$ cat config.mk
export PLATFORM = sky130hd
export DESIGN_NAME = word_hash_tokenizer_top
export DESIGN_NICKNAME = d
export VERILOG_FILES = /design/src/design/whtok_pkg.sv /design/src/design/whtok_front.sv /design/src/design/whtok_queue.sv /design/src/design/whtok_div.sv /design/src/design/word_hash_tokenizer_top.sv
export SDC_FILE = /design/constraint.sdc
export NUM_CORES = 2
export LEC_CHECK = 0
export ABC_AREA = 1
export ABC_CLOCK_PERIOD_IN_PS = 17050
export CAP_MARGIN = 20
export CORE_MARGIN = 4
export CORE_UTILIZATION = 60
export CTS_CLUSTER_SIZE = 16
export DETAILED_ROUTE_END_ITERATION = 8
export DONT_BUFFER_PORTS = 1
export HOLD_SLACK_MARGIN = 0.03
export PLACE_DENSITY_LB_ADDON = 0.2
export SLEW_MARGIN = 30
export SYNTH_ARGS = -nofsm -noshare
export SYNTH_HDL_FRONTEND = slang
export SYNTH_SLANG_ARGS = --single-unit
$ cat constraint.sdc
create_clock -name clk_i -period 17.05 [get_ports clk_i]
set_clock_uncertainty 0.1 [all_clocks]
set_input_delay 0 -clock clk_i [delete_from_list [all_inputs] [get_ports clk_i]]
set_output_delay 0 -clock clk_i [all_outputs]
set_load 0.005 [all_outputs]
$ cat src/design/whtok_pkg.sv
// shared types, constants and helper functions of the word hash tokenizer
package whtok_pkg;

  localparam int unsigned HASH_W      = 32;
  localparam int unsigned VOCAB_W     = 17;
  localparam int unsigned TOKEN_W     = 16;
  localparam int unsigned BYTE_W      = 8;
  localparam int unsigned APB_DATA_W  = 32;
  localparam int unsigned APB_ADDR_W  = 3;

  localparam logic [HASH_W-1:0]  FNV_BASIS   = 32'd2166136261;
  localparam logic [HASH_W-1:0]  FNV_PRIME   = 32'd16777619;
  localparam logic [VOCAB_W-1:0] VOCAB_RESET = 17'd32768;
  localparam logic [VOCAB_W-1:0] VOCAB_MAX   = 17'd65536;
  localparam logic [VOCAB_W-1:0] VOCAB_MIN   = 17'd1;

  // register index as seen on paddr above the byte offset
  localparam logic REG_VOCAB = 1'b0;

  // remainder pipeline: two dividend bits retired per stage
  localparam int unsigned BITS_PER_STAGE = 2;
  localparam int unsigned DIV_STAGES     = HASH_W / BITS_PER_STAGE;

  localparam int unsigned QUEUE_DEPTH = 2;

  typedef struct packed {
    logic [HASH_W-1:0] hash;
    logic              done;
  } word_t;

  function automatic logic is_word_char(input logic [BYTE_W-1:0] c);
    return (c >= 8'h30 && c <= 8'h39) ||
           (c >= 8'h41 && c <= 8'h5a) ||
           (c >= 8'h61 && c <= 8'h7a);
  endfunction

  function automatic logic [BYTE_W-1:0] fold_case(input logic [BYTE_W-1:0] c);
    return (c >= 8'h41 && c <= 8'h5a) ? (c | 8'h20) : c;
  endfunction

  // one restoring step: shift in a dividend bit, subtract the divisor if it fits
  function automatic logic [TOKEN_W-1:0] rem_step(input logic [TOKEN_W-1:0] rem,
                                                   input logic              b,
                                                   input logic [VOCAB_W-1:0] v);
    logic [VOCAB_W-1:0] t;
    logic [VOCAB_W-1:0] r;
    t = {rem, b};
    r = (t >= v) ? (t - v) : t;
    return r[TOKEN_W-1:0];
  endfunction

endpackage

$ cat src/design/whtok_front.sv
// front end: classifies bytes, runs the fnv-1a hash and queues finished words
module whtok_front (
  input  logic                            clk_i,
  input  logic                            rst_ni,
  input  logic                            in_valid_i,
  output logic                            in_ready_o,
  input  logic [whtok_pkg::BYTE_W-1:0]    text_byte_i,
  input  logic                            end_of_text_i,
  output logic                            push_valid_o,
  input  logic                            push_ready_i,
  output whtok_pkg::word_t                push_word_o
);
  import whtok_pkg::*;

  logic [HASH_W-1:0] hash_q, hash_d;
  logic              in_word_q, in_word_d;
  logic [BYTE_W-1:0] lc_byte;
  logic [HASH_W-1:0] mixed;
  logic              word_char;
  logic              emit;
  logic              accept;

  always_comb begin
    lc_byte   = fold_case(text_byte_i);
    word_char = is_word_char(text_byte_i);
    mixed     = (hash_q ^ {{(HASH_W-BYTE_W){1'b0}}, lc_byte}) * FNV_PRIME;
    emit      = (word_char & end_of_text_i) | (~word_char & in_word_q);
    accept    = in_valid_i & push_ready_i;

    in_ready_o          = push_ready_i;
    push_valid_o        = in_valid_i & emit;
    push_word_o.hash    = word_char ? mixed : hash_q;
    push_word_o.done    = end_of_text_i;

    hash_d    = hash_q;
    in_word_d = in_word_q;
    if (accept) begin
      if (emit) begin
        hash_d    = FNV_BASIS;
        in_word_d = 1'b0;
      end else if (word_char) begin
        hash_d    = mixed;
        in_word_d = 1'b1;
      end
    end
  end

  always_ff @(posedge clk_i or negedge rst_ni) begin
    if (!rst_ni) begin
      hash_q    <= FNV_BASIS;
      in_word_q <= 1'b0;
    end else begin
      hash_q    <= hash_d;
      in_word_q <= in_word_d;
    end
  end

endmodule

$ cat src/design/whtok_queue.sv
// short queue of finished words between front end and remainder pipeline
module whtok_queue #(
  parameter int unsigned Depth = whtok_pkg::QUEUE_DEPTH
) (
  input  logic             clk_i,
  input  logic             rst_ni,
  input  logic             push_valid_i,
  output logic             push_ready_o,
  input  whtok_pkg::word_t push_word_i,
  output logic             pop_valid_o,
  input  logic             pop_ready_i,
  output whtok_pkg::word_t pop_word_o
);
  import whtok_pkg::*;

  localparam int unsigned PtrW = (Depth > 1) ? $clog2(Depth) : 1;
  localparam int unsigned CntW = $clog2(Depth + 1);
  localparam logic [PtrW-1:0] LastPtr = PtrW'(Depth - 1);
  localparam logic [CntW-1:0] FullCnt = CntW'(Depth);

  word_t           mem_q [Depth];
  logic [PtrW-1:0] wptr_q, wptr_d;
  logic [PtrW-1:0] rptr_q, rptr_d;
  logic [CntW-1:0] count_q, count_d;
  logic            push, pop;

  always_comb begin
    push_ready_o = (count_q != FullCnt);
    pop_valid_o  = (count_q != '0);
    pop_word_o   = mem_q[rptr_q];
    push         = push_valid_i & push_ready_o;
    pop          = pop_valid_o & pop_ready_i;

    wptr_d  = wptr_q;
    rptr_d  = rptr_q;
    count_d = count_q;
    if (push) begin
      wptr_d = (wptr_q == LastPtr) ? '0 : wptr_q + 1'b1;
    end
    if (pop) begin
      rptr_d = (rptr_q == LastPtr) ? '0 : rptr_q + 1'b1;
    end
    if (push && !pop) begin
      count_d = count_q + 1'b1;
    end else if (pop && !push) begin
      count_d = count_q - 1'b1;
    end
  end

  always_ff @(posedge clk_i) begin
    if (push) begin
      mem_q[wptr_q] <= push_word_i;
    end
  end

  always_ff @(posedge clk_i or negedge rst_ni) begin
    if (!rst_ni) begin
      wptr_q  <= '0;
      rptr_q  <= '0;
      count_q <= '0;
    end else begin
      wptr_q  <= wptr_d;
      rptr_q  <= rptr_d;
      count_q <= count_d;
    end
  end

endmodule

$ cat src/design/whtok_div.sv
// back end: pipelined restoring remainder of the word hash by the vocabulary size
module whtok_div (
  input  logic                            clk_i,
  input  logic                            rst_ni,
  input  logic [whtok_pkg::VOCAB_W-1:0]   vocab_i,
  input  logic                            in_valid_i,
  output logic                            in_ready_o,
  input  whtok_pkg::word_t                in_word_i,
  output logic                            out_valid_o,
  input  logic                            out_ready_i,
  output logic [whtok_pkg::TOKEN_W-1:0]   token_index_o,
  output logic                            text_done_o
);
  import whtok_pkg::*;

  localparam int unsigned Last = DIV_STAGES - 1;

  logic [DIV_STAGES-1:0] vld_q;
  logic [DIV_STAGES-1:0] done_q;
  logic [TOKEN_W-1:0]    rem_q [DIV_STAGES];
  logic [HASH_W-1:0]     dvd_q [DIV_STAGES-1];
  logic                  advance;

  // whole pipeline moves unless a finished token is held by the receiver
  assign advance       = ~vld_q[Last] | out_ready_i;
  assign in_ready_o    = advance;
  assign out_valid_o   = vld_q[Last];
  assign token_index_o = rem_q[Last];
  assign text_done_o   = done_q[Last];

  for (genvar s = 0; s < DIV_STAGES; s++) begin : g_stage
    logic [TOKEN_W-1:0] rem_src;
    logic [HASH_W-1:0]  dvd_src;
    logic               done_src;
    logic               vld_src;
    logic [TOKEN_W-1:0] rem_mid, rem_d;

    if (s == 0) begin : g_head
      assign rem_src  = '0;
      assign dvd_src  = in_word_i.hash;
      assign done_src = in_word_i.done;
      assign vld_src  = in_valid_i;
    end else begin : g_body
      assign rem_src  = rem_q[s-1];
      assign dvd_src  = dvd_q[s-1];
      assign done_src = done_q[s-1];
      assign vld_src  = vld_q[s-1];
    end

    always_comb begin
      rem_mid = rem_step(rem_src, dvd_src[HASH_W-1], vocab_i);
      rem_d   = rem_step(rem_mid, dvd_src[HASH_W-2], vocab_i);
    end

    always_ff @(posedge clk_i or negedge rst_ni) begin
      if (!rst_ni) begin
        vld_q[s] <= 1'b0;
      end else if (advance) begin
        vld_q[s] <= vld_src;
      end
    end

    always_ff @(posedge clk_i) begin
      if (advance) begin
        rem_q[s]  <= rem_d;
        done_q[s] <= done_src;
      end
    end

    if (s < Last) begin : g_dvd
      always_ff @(posedge clk_i) begin
        if (advance) begin
          dvd_q[s] <= {dvd_src[HASH_W-BITS_PER_STAGE-1:0], {BITS_PER_STAGE{1'b0}}};
        end
      end
    end
  end

endmodule

$ cat src/design/word_hash_tokenizer_top.sv
// top level of the fnv-1a word hash tokenizer
//
// text enters one byte per request on the in channel (text_byte_i, end_of_text_i).
// letters and digits are lower-cased and folded into a 32-bit fnv-1a hash; any
// other byte, or the byte flagged end_of_text_i, closes a non-empty word.
// each closed word leaves one request on the out channel: token_index_o is the
// word hash modulo the vocabulary size, text_done_o marks a word closed by end of text.
// throughput is one byte per cycle while the queue has room, set by the xor-multiply
// hash loop in the front end; the remainder pipeline also takes one word per cycle
// unless a finished token is held by the receiver. a token passes from its closing
// byte through the word queue and the 16 remainder stages, two hash bits per stage.
// when the receiver stalls, the token is held and the remainder pipeline
// stops; the queue then fills and in_ready_o drops until the token is taken.
// the vocabulary size register sits at byte address 0 of the apb port; pwdata bits 16:0
// are used, 0 stores 1 and above 65536 stores 65536. write it only while the block is idle.
// reset empties the queue and pipeline, restarts the hash at the offset basis
// and sets the vocabulary size to 32768.
module word_hash_tokenizer_top #(
  parameter int unsigned QueueDepth = whtok_pkg::QUEUE_DEPTH
) (
  input  logic                               clk_i,
  input  logic                               rst_ni,
  input  logic                               in_valid_i,
  output logic                               in_ready_o,
  input  logic [whtok_pkg::BYTE_W-1:0]       text_byte_i,
  input  logic                               end_of_text_i,
  output logic                               out_valid_o,
  input  logic                               out_ready_i,
  output logic [whtok_pkg::TOKEN_W-1:0]      token_index_o,
  output logic                               text_done_o,
  input  logic                               psel,
  input  logic                               penable,
  input  logic                               pwrite,
  input  logic [whtok_pkg::APB_ADDR_W-1:0]   paddr,
  input  logic [whtok_pkg::APB_DATA_W-1:0]   pwdata,
  output logic [whtok_pkg::APB_DATA_W-1:0]   prdata,
  output logic                               pready
);
  import whtok_pkg::*;

  logic [VOCAB_W-1:0] vocab_q, vocab_d;
  logic [VOCAB_W-1:0] wr_val;
  logic               reg_sel;
  logic               wr_en;

  word_t push_word, pop_word;
  logic  push_valid, push_ready;
  logic  pop_valid, pop_ready;

  always_comb begin
    reg_sel = (paddr[APB_ADDR_W-1] == REG_VOCAB);
    wr_en   = psel & penable & pwrite & reg_sel;
    wr_val  = pwdata[VOCAB_W-1:0];
    if (wr_val == '0) begin
      wr_val = VOCAB_MIN;
    end else if (wr_val > VOCAB_MAX) begin
      wr_val = VOCAB_MAX;
    end
    vocab_d = wr_en ? wr_val : vocab_q;
    pready  = 1'b1;
    prdata  = reg_sel ? {{(APB_DATA_W-VOCAB_W){1'b0}}, vocab_q} : '0;
  end

  always_ff @(posedge clk_i or negedge rst_ni) begin
    if (!rst_ni) begin
      vocab_q <= VOCAB_RESET;
    end else begin
      vocab_q <= vocab_d;
    end
  end

  whtok_front u_front (
    .clk_i         (clk_i),
    .rst_ni        (rst_ni),
    .in_valid_i    (in_valid_i),
    .in_ready_o    (in_ready_o),
    .text_byte_i   (text_byte_i),
    .end_of_text_i (end_of_text_i),
    .push_valid_o  (push_valid),
    .push_ready_i  (push_ready),
    .push_word_o   (push_word)
  );

  whtok_queue #(
    .Depth (QueueDepth)
  ) u_queue (
    .clk_i        (clk_i),
    .rst_ni       (rst_ni),
    .push_valid_i (push_valid),
    .push_ready_o (push_ready),
    .push_word_i  (push_word),
    .pop_valid_o  (pop_valid),
    .pop_ready_i  (pop_ready),
    .pop_word_o   (pop_word)
  );

  whtok_div u_div (
    .clk_i         (clk_i),
    .rst_ni        (rst_ni),
    .vocab_i       (vocab_q),
    .in_valid_i    (pop_valid),
    .in_ready_o    (pop_ready),
    .in_word_i     (pop_word),
    .out_valid_o   (out_valid_o),
    .out_ready_i   (out_ready_i),
    .token_index_o (token_index_o),
    .text_done_o   (text_done_o)
  );

endmodule

-- Yosys cells after proc, flatten, opt, wreduce, memory -nomap -nowiden
Memories as Yosys holds them, arrays and structs flattened.
Index checks and enable logic that the tools add are counted.
- register bits: 86
- bits of input ports: 51
- ROM bits: 0
- memory bits (writable): 772
- bits in latches: 0
- word-level logic and storage cells: 195
- memories kept: 3
- output and inout port bits: 52
- bitwise operators: 15
- $mul: 1
- reduce and logical (&&, ||, !) cells: 14
- eq/ne operators: 1
- divide/modulo/power cells: 0
- order comparisons: 39
- shift operators: 0
- add/sub/neg operators: 36
- multiplexer cells: 48
- memory list (memory ; words ; width ; read ports ; clocked after Yosys merged registers in ; wr ports ; line ; source):
    u_div.dvd_q ; 15 ; 30 ; 15 ; 0 ; 15 ; whtok_div.sv:21 ; logic [HASH_W-1:0] dvd_q [DIV_STAGES-1];
    u_div.rem_q ; 16 ; 16 ; 16 ; 0 ; 16 ; whtok_div.sv:20 ; logic [TOKEN_W-1:0] rem_q [DIV_STAGES];
    u_queue.mem_q ; 2 ; 33 ; 1 ; 0 ; 1 ; whtok_queue.sv:21 ; word_t mem_q [Depth];
- operator list (operator ; count):
    >= comparator 17 bit ; 31
    two-way mux 16 bit ; 32
    subtractor 16 bit ; 31
    two-way mux 32 bit ; 2
    two-way mux 17 bit ; 3
    multiplier 32 x 25 -> 32 bit (second input constant) ; 1
    XOR 32 x 8 -> 32 bit ; 1
    >= comparator 1 x 17 -> 1 bit ; 1
    greater-than comparator 17 bit (second input constant) ; 1
    logical NOT 17 bit ; 1
    >= comparator 8 x 7 -> 1 bit (second input constant) ; 2
    less-or-equal comparator 8 x 7 -> 1 bit (second input constant) ; 2
    subtractor 1 x 16 -> 16 bit ; 1
    bitwise AND 1 bit ; 9
    >= comparator 8 x 6 -> 1 bit (second input constant) ; 1
    less-or-equal comparator 8 x 6 -> 1 bit (second input constant) ; 1
    two-way mux 1 bit ; 8
    two-way mux 6 bit ; 1
    nonzero test 2 bit ; 3
    logical AND 1 bit ; 5
    two-way mux 2 bit ; 2
    inverter 1 bit ; 3
    adder 1 bit (second input constant) ; 2
    adder 2 x 1 -> 2 bit (second input constant) ; 1
    6 further kinds ; 9

-- Longest topological paths before layout
- depth after elaboration: 13
- mapped depth: 32
- depth with buffers taken out: 32

-- Modules after synthesis
A second synthesis with hierarchy kept.
- cell total of the unflattened synthesis: 9072
- area, all modules: 65704.3 um^2
- by module, submodules not included (module ; cells an instance ; area each (um^2) ; times used):
    whtok_div ; 7638 ; 53802.9 ; 1
    whtok_front ; 1088 ; 8170.3 ; 1
    whtok_queue ; 201 ; 2703.8 ; 1
    word_hash_tokenizer_top ; 145 ; 1027.2 ; 1

-- Worst setup path after synthesis
No wires, ideal clock.
- path type: flip-flop to flip-flop
- from: reg u_div.vld_q[15] (netlist: u_div.out_valid_o)
- to: reg u_div.vld_q[9] (netlist: u_div.g_stage[10].vld_src)
- period minus slack after synthesis: 15.824 ns
- path slack: 1.226 ns
- cell stages (with the launch flop): 4
- library setup time: 0.709 ns
- arrival time: 15.015 ns
- path buffers: 1
- data required time: 16.241 ns
- path through: dfrtp_1 -> nand2_1 -> clkbuf_1 -> a21oi_1
- word-level cells in the longest chain between the ends: 2
- RTL lines (item ; line ; source):
    from (decl) ; whtok_div.sv:18 ; logic [DIV_STAGES-1:0] vld_q;
    from (signal, indexed assignment) ; whtok_div.sv:59 ; vld_q[s] <= vld_src;
    inverter 1 bit ; whtok_div.sv:25 ; assign advance = ~vld_q[Last] | out_ready_i;
    bitwise OR 1 bit ; whtok_div.sv:25 ;
No other way between the ends.
A chain may end at the register's enable or synchronous reset.

==> flow_summary_export.csv <==
group,metric,value,unit
route,post-route-drc-count,0,
critical_path,crit_fanout,34,
global_routing,grt_pass1_wl,262000,um
clock_tree,cts_hold_buf,57,
yosys,synth_top_area_share,29.04,%
layout,syn_to_final_growth,7.574,%
yosys,synth.area.top_cells,"edfxtp_1 (29%), ha_1 (15%), nand2_1 (13%)",
min_path,hold_class,"in -> reg",
placed_design,place_area,61190,sq um
global_routing,overflow,0,
clock_tree,cts_tree,"done",
critical_path,critical-path-max-stage-delay,0.83,ns
yosys,synth-edff-count,578,
timing,worst_pin_slew,1.021,ns
clock_tree,clkTransAtPathRegs,0.06,ns
timing,hold_slack,0.1209,ns
timing,slew_violations,0,
route,ant_nets,0,
layout,layout_common_cells,"nand2_1 (1999), inv_1 (755), ha_1 (716)",
critical_path,cp.required,17.33,ns
critical_path,cp-end-kind,"flip-flop",
timing,setup_tns,0,ns
yosys,synthDistinctLibCells,66,
yosys,yosys.area.top_type,"edfxtp_1",
die,die_area,104700,sq um
timing,setup_viol,0,
route,num_vias,52390,
layout,fillers,8369,
critical_path,slowest_stage,"clkinv_2",
clock_tree,cts_root_buffer,"clkbuf_16",
die,row_count,115,
layout,final_core_util,65.24,%
route,post_drt_via_cell_ratio,5.903,
global_routing,grt_use_total,31.53,%
clock_tree,clock_latency,0.66,ns
yosys,syn_area,59770,sq um
die,coreArea,98560,sq um
global_routing,grt_pass1_vias,49730,
yosys,synthArstFlopShare,10.80,%
layout,layout-drive-gt1-share,6.447,%
timing,rsz0062_at_grt,"false",
critical_path,path_cells,"buf_4, clkinv_2, buf_4, ha_1, a21oi_1, o21ai_1, nand2_1, nand2_1, nand2_1, nand4_2, o21ai_0, inv_1, ha_1, a21oi_1, o21ai_0, nand2_1, nand2_1, nand2_1, nand3_1, nor2_4, inv_1, nand3_1, o21ai_0",
route,drt_iter0_drc,4413,
global_routing,grt_start_max_net_pins,152,
layout,final_net_count,8401,
die,die_x,323.6,um
timing,final_hold_viol_count,0,
critical_path,crit_start,"vocab_q[1]$_DFFE_PN0P_",
clock_tree,clk_path_buf_depth,3,
die,initial_utilization,60.64,%
clock_tree,cts_buffers,76,
placed_design,dp_hpwl,123600,um
yosys,yosys_warnings,0,
placed_design,gp_congestion,0.9800,
layout,multi_input_area,37000,sq um
critical_path,cp-start-kind,"flip-flop",
route,drt_first_pass_iters,8,
yosys,synth_seq_area_share,32.00,%
yosys,synth-seq-cells,648,
route,wl_per_cell,18.86,um
critical_path,cp_top_family,"buffers and inverters",
critical_path,cp_common_cell,"nand2_1",
critical_path,cp_num_buf_inv,5,
clock_tree,ctsHtreeMaxLevel,3,
layout,final_common_cell,"nand2_1",
clock_tree,cts_setup_buffers,0,
timing,fmax,149.7,MHz
layout,fin_area,64300,sq um
clock_tree,post_cts_resize_count,0,
run,drv_cap,0,
yosys,synthCells,7441,
critical_path,r2r_start,"vocab_q[1]$_DFFE_PN0P_",
placed_design,port_buffers,0,
critical_path,crit_type,"reg -> reg",
timing,fin_crit,6.680,ns
route,route.final.wire_length,167400,um
timing,slew_headroom,31.71,%
die,pin_count,103,
clock_tree,cts_sinks,648,
timing,post-route-period-util,39.18,%
yosys,avgSynthCellArea,8.033,sq um
min_path,min-delay-start,"pwdata[14]",
yosys,yosys_most_used_dff,"edfxtp_1",
layout,seqCellArea,19130,sq um
critical_path,cp.arrival,6.96,ns
global_routing,antenna_found_initial,2,
die,die_h,323.6,um
outcome,status,"complete, no violations",
area by class of cell:
type                       instances  share of cell area (%)
multi-input combinational       5902                   57.55
sequential                       648                   29.75
inverter                         791                   4.670
clock buffer                      93                   3.104
tap                             1287                   2.504
timing repair buffer             110                   1.654
clock inverter                    41                  0.7589
antenna                            3                 0.01168
worst reg2reg max path: stages (launching register included):
cell      delay, ns
dfrtp_2        0.34
buf_4          0.51
clkinv_2       0.84
buf_4          0.60
ha_1           0.23
a21oi_1        0.18
o21ai_1        0.10
nand2_1        0.07
nand2_1        0.06
nand2_1        0.08
nand4_2        0.71
o21ai_0        0.76
inv_1          0.13
ha_1           0.20
a21oi_1        0.19
o21ai_0        0.13
nand2_1        0.09
nand2_1        0.05
nand2_1        0.05
nand3_1        0.11
nor2_4         0.43
inv_1          0.24
nand3_1        0.13
o21ai_0        0.10
synthesized netlist by cell type, drive strengths merged (3+ instances only):
library cell and count:
a21boi 21, a21o 85, or2 59, nand2 2042, nor3 41, o21bai 16
nor2 489, edfxtp 578, nor4 72, ha 716, dfstp 15, a22oi 3
a211o 7, nand3 428, xor2 178, a31oi 22, o21ai 503, nand3b 62
a221oi 6, o21a 55, o22ai 14, o31ai 12, nor3b 4, xnor2 205
mux2i 7, dfrtp 55, o2111ai 9, buf 93, a21oi 525, fa 105
and2 42, o211ai 32, clkbuf 21, inv 789, nand4 117
metal layers:
metal | share of wire, % | global-route usage [%]
met4 | 4.4 | 12.93
met3 | 7.6 | 4.866
met5 | 0.0084 | 0
met2 | 45 | 51.04
met1 | 43 | 42.62
state kept, by name (all words and copies together) (netlist names):
register / count
u_div.dvd_q: 240
u_div.g_stage.done_src: 15
u_div.g_stage.vld_src: 15
u_div.out_valid_o: 1
u_div.rem_q: 256
u_div.text_done_o: 1
u_front.hash_q: 32
u_front.in_word_q: 1
u_queue.count_q: 2
u_queue.mem_q: 66
u_queue.rptr_q: 1
u_queue.wptr_q: 1
vocab_q: 17
cells by family after synthesis:
group / Yosys count / synth area share, %
and+or+nand+nor: 3358 / 24.53
AOI/OAI and AO/OA: 1315 / 12.91
buffers and inverters: 905 / 6.274
adders and majority gates: 821 / 18.50
DFF: 648 / 32.00
xor gates and xnor gates: 383 / 5.612
muxes: 9 / 0.1549
other: 2 / 0.01256
worst paths after layout:
| path | end | slack, ns | cells past startpoint |
|---|---|---|---|
| setup / recovery | u_div.rem_q[1][95]$_DFFE_PN_ | 10.37 | 23 |
| hold reg to reg | u_div.dvd_q[0][70]$_DFFE_PN_ | 0.30 | 0 |
| setup reg to reg | u_div.rem_q[1][95]$_DFFE_PN_ | 10.37 | 23 |
| hold / removal | vocab_q[14]$_DFFE_PN0P_ | 0.12 | 3 |
| max in group asynchronous | vocab_q[0]$_DFFE_PN0P_ | 15.98 | 4 |
| min in group asynchronous | u_front.hash_q[6]$_DFFE_PN1P_ | 0.52 | 3 |
through the flow:
step | worst slack (ns) | std cells
6_report | 10.37 | 8875
5_1_grt | 9.769 | 8872
4_1_cts | 10.07 | 8872
3_5_place_dp | 10.04 | 8681
3_3_place_gp | 10.13 | 8679
2_1_floorplan | 1.226 | 7455
Power is left out: the tool's default activity adds up to more than one toggle a clock period on the data nets, which glitch-free logic cannot reach.
